File: config.mk
export PLATFORM = sky130hd
export DESIGN_NAME = moving_average_filter_top
export DESIGN_NICKNAME = d
export VERILOG_FILES = /design/src/msa_pkg.sv /design/src/moving_average_filter_top.sv /design/src/msa_div.sv
export SDC_FILE = /design/constraint.sdc
export NUM_CORES = 1
export LEC_CHECK = 0
export BUFFER_PORTS_ARGS = -buffer_cell sky130_fd_sc_hd__buf_2
export CAP_MARGIN = 20
export CELL_PAD_IN_SITES_DETAIL_PLACEMENT = 1
export CELL_PAD_IN_SITES_GLOBAL_PLACEMENT = 2
export CORE_MARGIN = 2
export CORE_UTILIZATION = 43
export CTS_BUF_LIST = sky130_fd_sc_hd__clkbuf_8
export DETAILED_ROUTE_END_ITERATION = 10
export GPL_ROUTABILITY_DRIVEN = 1
export HOLD_SLACK_MARGIN = 0.02
export PLACE_DENSITY = 0.81
export SLEW_MARGIN = 10
export SYNTH_ARGS = -nofsm -noshare
export SYNTH_HDL_FRONTEND = slang
export SYNTH_SLANG_ARGS = --single-unit
export TNS_END_PERCENT = 10
File: constraint.sdc
create_clock -name clock -period 2.3 [get_ports clock]
set_input_delay 0.575 -clock clock [delete_from_list [all_inputs] [get_ports clock]]
set_output_delay 0.575 -clock clock [all_outputs]
set_load 0.05 [all_outputs]
File: src/msa_pkg.sv
// Shared constants, types and helpers of the moving average filter.
// No dependencies; used by msa_div and the top level.
package msa_pkg;

   localparam int MAX_WINDOW = 16;
   localparam int PTR_W      = $clog2(MAX_WINDOW);
   localparam int CNT_W      = $clog2(MAX_WINDOW + 1);
   localparam int LEN_W      = CNT_W;
   localparam int SAMPLE_W   = 16;
   localparam int CSR_W      = 5;
   localparam int SUM_W      = SAMPLE_W + PTR_W + 1;
   localparam int MAG_W      = SUM_W - 1;
   localparam int STEP_W     = $clog2(MAG_W + 1);

   localparam logic [CSR_W-1:0] WINDOW_RESET = CSR_W'(4);

   typedef enum logic [1:0] {
      ST_IDLE,
      ST_SUM,
      ST_DIV
   } state_type;

   typedef struct packed {
      logic start;
      logic negate;
   } div_ctl_type;

   typedef struct packed {
      logic busy;
   } div_stat_type;

   // zero counts as one, anything above the ring depth saturates
   function automatic logic [LEN_W-1:0] eff_len(input logic [CSR_W-1:0] v);
      logic [LEN_W-1:0] r;
      if (v == '0) begin
         r = LEN_W'(1);
      end else if (int'(v) > MAX_WINDOW) begin
         r = LEN_W'(MAX_WINDOW);
      end else begin
         r = LEN_W'(v);
      end
      return r;
   endfunction

endpackage

File: src/moving_average_filter_top.sv
// Moving average filter, top level: sample ring, serial window sum, divider.
// Depends on msa_pkg and msa_div.
//
//  channel | direction | payload                         | handshake
//  --------+-----------+---------------------------------+----------------
//  req     | in        | tdata: sample; tuser: start seq | tvalid / tready
//  rsp     | out       | tdata: average                  | tvalid / tready
//  csr     | in        | wr_data: window length          | wr_en, no wait
//
// A request that completes a window reads len ring entries, one per cycle,
// for the sum (len = effective window length), then msa_div yields one
// quotient bit per cycle. A request that yields no result leaves the block
// idle. Reset (synchronous) restores a window length of 4, an empty history
// and no pending result. The result register holds while rsp_tready is low;
// a new request is taken once the divider hands over.
module moving_average_filter_top (
   input  logic        clock,
   input  logic        reset,
   // request channel
   input  logic        req_tvalid,
   output logic        req_tready,
   input  logic [15:0] req_tdata,   // [15:0] sample (signed)
   input  logic        req_tuser,   // [0] start_sequence
   // result channel
   output logic        rsp_tvalid,
   input  logic        rsp_tready,
   output logic [15:0] rsp_tdata,   // [15:0] average (signed)
   // window length register
   input  logic        csr_wr_en,
   input  logic [4:0]  csr_wr_data  // [4:0] window_length
);

   localparam int SW = msa_pkg::SAMPLE_W;

   msa_pkg::state_type              state_ff, state_in;
   logic [msa_pkg::PTR_W-1:0]       wp_ff, wp_in;
   logic [msa_pkg::CNT_W-1:0]       fill_ff, fill_in;
   logic [msa_pkg::CSR_W-1:0]       len_cfg_ff;
   logic [msa_pkg::LEN_W-1:0]       len_ff, len_in;
   logic [msa_pkg::LEN_W-1:0]       issue_ff, issue_in;
   logic [msa_pkg::PTR_W-1:0]       rd_idx_ff, rd_idx_in;
   logic                            rd_vld_ff, rd_vld_in;
   logic [SW-1:0]                   rd_data_ff;
   logic signed [msa_pkg::SUM_W-1:0] sum_ff, sum_in;
   logic                            rsp_tvalid_ff, rsp_tvalid_in;
   logic [SW-1:0]                   rsp_data_ff, rsp_data_in;

   logic [SW-1:0]                   ring_mem [msa_pkg::MAX_WINDOW];

   logic                            req_acc;
   logic                            rsp_free;
   logic                            issuing;
   logic [msa_pkg::PTR_W-1:0]       wr_addr;
   logic [msa_pkg::PTR_W-1:0]       rd_addr;
   logic [msa_pkg::CNT_W-1:0]       fill_base;
   logic [msa_pkg::LEN_W-1:0]       len_eff;
   logic [msa_pkg::SUM_W-1:0]       sum_neg;
   logic [msa_pkg::MAG_W-1:0]       sum_mag;
   msa_pkg::div_ctl_type            div_ctl;
   msa_pkg::div_stat_type           div_stat;
   logic [SW-1:0]                   div_q;

   assign req_acc  = req_tvalid && req_tready;
   assign rsp_free = !rsp_tvalid_ff || rsp_tready;
   assign issuing  = issue_ff != len_ff;
   assign len_eff  = msa_pkg::eff_len(len_cfg_ff);

   // a start flag rewinds the ring before the sample goes in
   assign wr_addr   = req_tuser ? '0 : wp_ff;
   assign fill_base = req_tuser ? '0 : fill_ff;

   // walk backwards from the newest sample
   assign rd_addr = (rd_idx_ff == '0) ? msa_pkg::PTR_W'(msa_pkg::MAX_WINDOW - 1)
                                      : rd_idx_ff - msa_pkg::PTR_W'(1);

   assign sum_neg = -sum_ff;
   assign sum_mag = sum_ff[msa_pkg::SUM_W-1] ? sum_neg[msa_pkg::MAG_W-1:0]
                                             : sum_ff[msa_pkg::MAG_W-1:0];

   always_comb begin
      state_in      = state_ff;
      wp_in         = wp_ff;
      fill_in       = fill_ff;
      len_in        = len_ff;
      issue_in      = issue_ff;
      rd_idx_in     = rd_idx_ff;
      rd_vld_in     = 1'b0;
      sum_in        = sum_ff;
      rsp_tvalid_in = rsp_tvalid_ff && !rsp_tready;
      rsp_data_in   = rsp_data_ff;
      div_ctl       = '0;
      req_tready    = 1'b0;
      unique case (state_ff)
         msa_pkg::ST_IDLE: begin
            req_tready = 1'b1;
            if (req_acc) begin
               wp_in = (wr_addr == msa_pkg::PTR_W'(msa_pkg::MAX_WINDOW - 1)) ? '0
                     : wr_addr + msa_pkg::PTR_W'(1);
               fill_in = (fill_base == msa_pkg::CNT_W'(msa_pkg::MAX_WINDOW)) ? fill_base
                       : fill_base + msa_pkg::CNT_W'(1);
               len_in    = len_eff;
               issue_in  = '0;
               rd_idx_in = wp_in;
               sum_in    = '0;
               if (fill_in >= len_eff) begin
                  state_in = msa_pkg::ST_SUM;
               end
            end
         end
         msa_pkg::ST_SUM: begin
            if (issuing) begin
               issue_in  = issue_ff + msa_pkg::LEN_W'(1);
               rd_idx_in = rd_addr;
               rd_vld_in = 1'b1;
            end
            if (rd_vld_ff) begin
               sum_in = sum_ff + {{(msa_pkg::SUM_W-SW){rd_data_ff[SW-1]}}, rd_data_ff};
            end
            if (!issuing && !rd_vld_ff) begin
               div_ctl.start  = 1'b1;
               div_ctl.negate = sum_ff[msa_pkg::SUM_W-1];
               state_in       = msa_pkg::ST_DIV;
            end
         end
         msa_pkg::ST_DIV: begin
            if (!div_stat.busy && rsp_free) begin
               rsp_tvalid_in = 1'b1;
               rsp_data_in   = div_q;
               state_in      = msa_pkg::ST_IDLE;
            end
         end
         default: begin
            state_in = msa_pkg::ST_IDLE;
         end
      endcase
   end

   always_ff @(posedge clock) begin
      if (reset) begin
         state_ff      <= msa_pkg::ST_IDLE;
         wp_ff         <= '0;
         fill_ff       <= '0;
         len_cfg_ff    <= msa_pkg::WINDOW_RESET;
         rd_vld_ff     <= 1'b0;
         rsp_tvalid_ff <= 1'b0;
      end else begin
         state_ff      <= state_in;
         wp_ff         <= wp_in;
         fill_ff       <= fill_in;
         rd_vld_ff     <= rd_vld_in;
         rsp_tvalid_ff <= rsp_tvalid_in;
         if (csr_wr_en) begin
            len_cfg_ff <= csr_wr_data;
         end
      end
   end

   always_ff @(posedge clock) begin
      len_ff      <= len_in;
      issue_ff    <= issue_in;
      rd_idx_ff   <= rd_idx_in;
      sum_ff      <= sum_in;
      rsp_data_ff <= rsp_data_in;
   end

   // sample ring: one write per request, one registered read per cycle
   always_ff @(posedge clock) begin
      if (req_acc) begin
         ring_mem[wr_addr] <= req_tdata;
      end
      rd_data_ff <= ring_mem[rd_addr];
   end

   msa_div u_div (
      .clock    (clock),
      .reset    (reset),
      .ctl      (div_ctl),
      .dividend (sum_mag),
      .divisor  (len_ff),
      .stat     (div_stat),
      .quotient (div_q)
   );

   assign rsp_tvalid = rsp_tvalid_ff;
   assign rsp_tdata  = rsp_data_ff;

endmodule

File: src/msa_div.sv
// Bit-serial restoring divider: magnitude of window sum by window length.
// One quotient bit per cycle through a shift register. Uses msa_pkg.
module msa_div (
   input  logic                           clock,
   input  logic                           reset,
   input  msa_pkg::div_ctl_type           ctl,
   input  logic [msa_pkg::MAG_W-1:0]      dividend,
   input  logic [msa_pkg::LEN_W-1:0]      divisor,
   output msa_pkg::div_stat_type          stat,
   output logic [msa_pkg::SAMPLE_W-1:0]   quotient
);

   logic                          busy_ff, busy_in;
   logic [msa_pkg::STEP_W-1:0]    cnt_ff, cnt_in;
   logic [msa_pkg::LEN_W-1:0]     rem_ff, rem_in;
   logic [msa_pkg::MAG_W-1:0]     shf_ff, shf_in;
   logic [msa_pkg::LEN_W-1:0]     dsr_ff, dsr_in;
   logic                          neg_ff, neg_in;
   logic [msa_pkg::LEN_W:0]       trial;
   logic [msa_pkg::LEN_W:0]       diff;
   logic                          fits;
   logic [msa_pkg::SAMPLE_W-1:0]  qmag;

   assign trial = {rem_ff, shf_ff[msa_pkg::MAG_W-1]};
   assign fits  = trial >= {1'b0, dsr_ff};
   assign diff  = trial - {1'b0, dsr_ff};

   always_comb begin
      busy_in = busy_ff;
      cnt_in  = cnt_ff;
      rem_in  = rem_ff;
      shf_in  = shf_ff;
      dsr_in  = dsr_ff;
      neg_in  = neg_ff;
      if (ctl.start) begin
         busy_in = 1'b1;
         cnt_in  = msa_pkg::STEP_W'(msa_pkg::MAG_W);
         rem_in  = '0;
         shf_in  = dividend;
         dsr_in  = divisor;
         neg_in  = ctl.negate;
      end else if (busy_ff) begin
         // remainder stays below the divisor, so it fits LEN_W bits
         rem_in  = fits ? diff[msa_pkg::LEN_W-1:0] : trial[msa_pkg::LEN_W-1:0];
         shf_in  = {shf_ff[msa_pkg::MAG_W-2:0], fits};
         cnt_in  = cnt_ff - msa_pkg::STEP_W'(1);
         busy_in = cnt_ff != msa_pkg::STEP_W'(1);
      end
   end

   always_ff @(posedge clock) begin
      if (reset) begin
         busy_ff <= 1'b0;
         cnt_ff  <= '0;
      end else begin
         busy_ff <= busy_in;
         cnt_ff  <= cnt_in;
      end
   end

   always_ff @(posedge clock) begin
      rem_ff <= rem_in;
      shf_ff <= shf_in;
      dsr_ff <= dsr_in;
      neg_ff <= neg_in;
   end

   assign qmag      = shf_ff[msa_pkg::SAMPLE_W-1:0];
   assign quotient  = neg_ff ? (~qmag) + msa_pkg::SAMPLE_W'(1) : qmag;
   assign stat.busy = busy_ff;

endmodule

==> metrics.yaml <==
status: "finished, violations left"
violations: "negative setup slack"
dr.pass1.iters: 4
crit_chain: "ha_2 > inv_2 > fa_2 > nor2b_2 > o2111ai_2 > and4_1 > or4b_4 > a21oi_2 > nor3b_2"
startpoint: "sum_ff[0]"
hold_viol_final: 0
cp_slowest_cell: "or4b_4"
cp_top_family: "simple AND/OR/NAND/NOR gates"
overflow: 0
critPathLaunchType: "flip-flop"
ys.flop_type: "edfxtp_1"
synth_top_area_cell: "edfxtp_1"
pre_cts_ws_ps: -181.4
period_share: 1.045
drt_wl_total_um: 39360
vias: 9888
vdd_drop_max_uv: 595.6
crit-reg2reg-launch: "sum_ff[0]"
dpl.hpwl_um: 24860
syn-cell-area_sq_mm: 0.01653
post-place-cells: 1712
grt_pass1_vias: 10630
start_util: 0.4378
cts.sinks: 378
slew_viol_final: 0
setup_violations: 8
setup_ws_ps: -102.7
synth.distinct_cells: 61
ys_seq_area_frac: 0.6594
grt_max_degree: 43
final_core_util: 0.5308
chipWidth_um: 200.1
synthesis.nets: 1175
cp-end-kind: "flip-flop"
hp-class: "primary input to flip-flop"
path_clk_slew_ps: 60
netlist_instances: 1104
antenna_left: 0
drt_iter0_drc: 510
rsz0062_at_grt: "true"
fin_nets: 1352
hp-start: "csr_wr_data[2]"
slowest_delay_ps: 490
yosysMostFrequentCell: "edfxtp_1"
routabilityCongestion: 0.7993
period_needed_ps: 2403
grt_pass1_wl_um: 60360
insertion_delay_ps: 690
power.density_mw_per_mm2: 870.6
holdWs_ps: 138.2
ys_seq_elements: 378
die_height_um: 200.1
worst-slew-pin-transition_ps: 619.5
cts_made_buffers: 61
leakage_nw: 7.255
cts_buffer_depth: 3
async_flop_share: 0
instances_no_fill: 1846
dieArea_sq_mm: 0.04003
worst_slew_margin_rel: 0.5865
drc: 0
core_sq_mm: 0.03776
wl_per_cell_um: 21.32
path_buf_inv: 1
fin_skew_ps: 48.39
crit_required_ps: 2690
cp_max_fo: 2
rows: 71
yosys_warnings: 0
synth_common_cells: "333 x edfxtp_1, 78 x nand2_1, 64 x mux4_2, 55 x nor2_1, 53 x a21oi_1"
cp.arrival_ps: 2800
vias_per_cell: 5.356
synth_edf_count: 333
yosysTopAreaCellShare: 0.6049
cts-htree-levels: 2
area_growth_pct: 21.23
portBuffers: 44
maxCapViolations: 0
fmax_ghz: 0.4162
cts_tree: "done"
drive_above_1_share: 0.2948
worstSetupPathType: "flip-flop to flip-flop"
syn_avg_cell_area_sq_um: 14.97
synthTopCellsByArea: "edfxtp_1 60%, mux4_2 8.7%, dfxtp_1 5.4%"
root_buffer: "clkbuf_8"
io_pins: 45
gr-usage-all-layers: 0.2028
antenna_found_initial: 2
-- repair_timing --
| item | 4_1_cts | 5_1_grt |
|---|---|---|
| resized for setup | 21 | 54 |
| hold buffers | 0 | 0 |
| cloned | 1 | 2 |
| buffers inserted | 6 | 8 |
| pin swaps | 6 | 24 |
| setup endpoints to repair | 24 | 56 |
-- tightest hold or removal path, cell delays in order --
cell	delay [ps]
buf_2	80
mux2i_1	60
nand2_1	60
-- per-layer routing --
layer	global-route usage	share of wire	wire length (um)	vias up
met4	0.09877	0.036	1436	2
met3	0.04671	0.043	1675	93
met2	0.3472	0.50	19840	186
li1	-	-	-	4606
met5	0	0.00023	9	-
met1	0.2425	0.42	16400	5001
-- layout make-up --
class	count	area [sq um]
Clock buffer	70	963.4
Antenna cell	2	5.005
Fill cell	3683	17710
Clock inverter	45	241.5
Sequential cell	378	10900
Inverter	31	120.1
Tap cell	511	639.4
Timing Repair Buffer	163	1539
Multi-Input combinational cell	646	5630
-- metrics by stage --
| step | area (sq um) | power (mW) | TNS (ps) |
|---|---|---|---|
| 4_1_cts | 19700 | 17.43 | -148.0 |
| 6_report | 20040 | 17.45 | -335.0 |
| 3_3_place_gp | 18320 | 11.48 | -449.8 |
| 3_5_place_dp | 18320 | 11.59 | -2072 |
| 5_1_grt | 20040 | 18.32 | -2331 |
| 2_1_floorplan | 16550 | 10.25 | -1752 |
-- power breakdown --
| group | internal [mW] | total, mW | leakage (nW) | switching (mW) |
|---|---|---|---|---|
| Combinational | 1.83 | 3.79 | 3.14 | 1.96 |
| Clock | 2.92 | 5.66 | 0.702 | 2.74 |
| Sequential | 7.75 | 7.99 | 3.42 | 0.245 |
| Total | 12.5 | 17.4 | 7.25 | 4.95 |
-- cell usage in the layout (no fill, tap or decap), types with 37 or more instances in the layout --
| master | Yosys | routed |
|---|---|---|
| clkbuf_8 | 0 | 70 |
| nand2_1 | 78 | 78 |
| buf_4 | 3 | 86 |
| inv_1 | 30 | 47 |
| a21oi_1 | 53 | 45 |
| ha_1 | 42 | 37 |
| o21ai_0 | 48 | 40 |
| edfxtp_1 | 333 | 333 |
| dfxtp_1 | 45 | 44 |
| buf_2 | 8 | 44 |
| mux4_2 | 64 | 64 |
| nor2_1 | 55 | 54 |
-- cell families after synthesis --
kind of cell | synth area share
flip-flops | 0.6594
AND/OR/NAND/NOR | 0.08333
AO/OA/AOI/OAI | 0.06933
multiplexers | 0.1030
buffers and inverters | 0.01945
XOR/XNOR | 0.03126
adder cells (fa/ha/maj) | 0.03421
-- worst paths after layout --
path / endpoint / slack, ps / cells after the start
worst min register to register: u_div.dsr_ff[3] / 470 / 0
worst min-delay path: len_cfg_ff[2] / 140 / 3
worst max register to register: sum_ff[18] / -100 / 9
worst max-delay path: sum_ff[18] / -100 / 9
-- flip-flops by register name, indices dropped and copies added, names as in the netlist --
| register | flops |
|---|---|
| rsp_tvalid | 1 |
| rsp_tdata | 16 |
| u_div.neg_ff | 1 |
| issue_ff | 5 |
| state_ff | 2 |
| rd_vld_ff | 1 |
| ring_mem | 256 |
| u_div.shf_ff | 20 |
| len_cfg_ff | 5 |
| u_div.rem_ff | 5 |
| sum_ff | 21 |
| len_ff | 5 |
| u_div.dsr_ff | 5 |
| u_div.cnt_ff | 5 |
| fill_ff | 5 |
| rd_data_ff | 16 |
| u_div.stat | 1 |
| rd_idx_ff | 4 |
| wp_ff | 4 |
(Power assumes the default switching activity.)
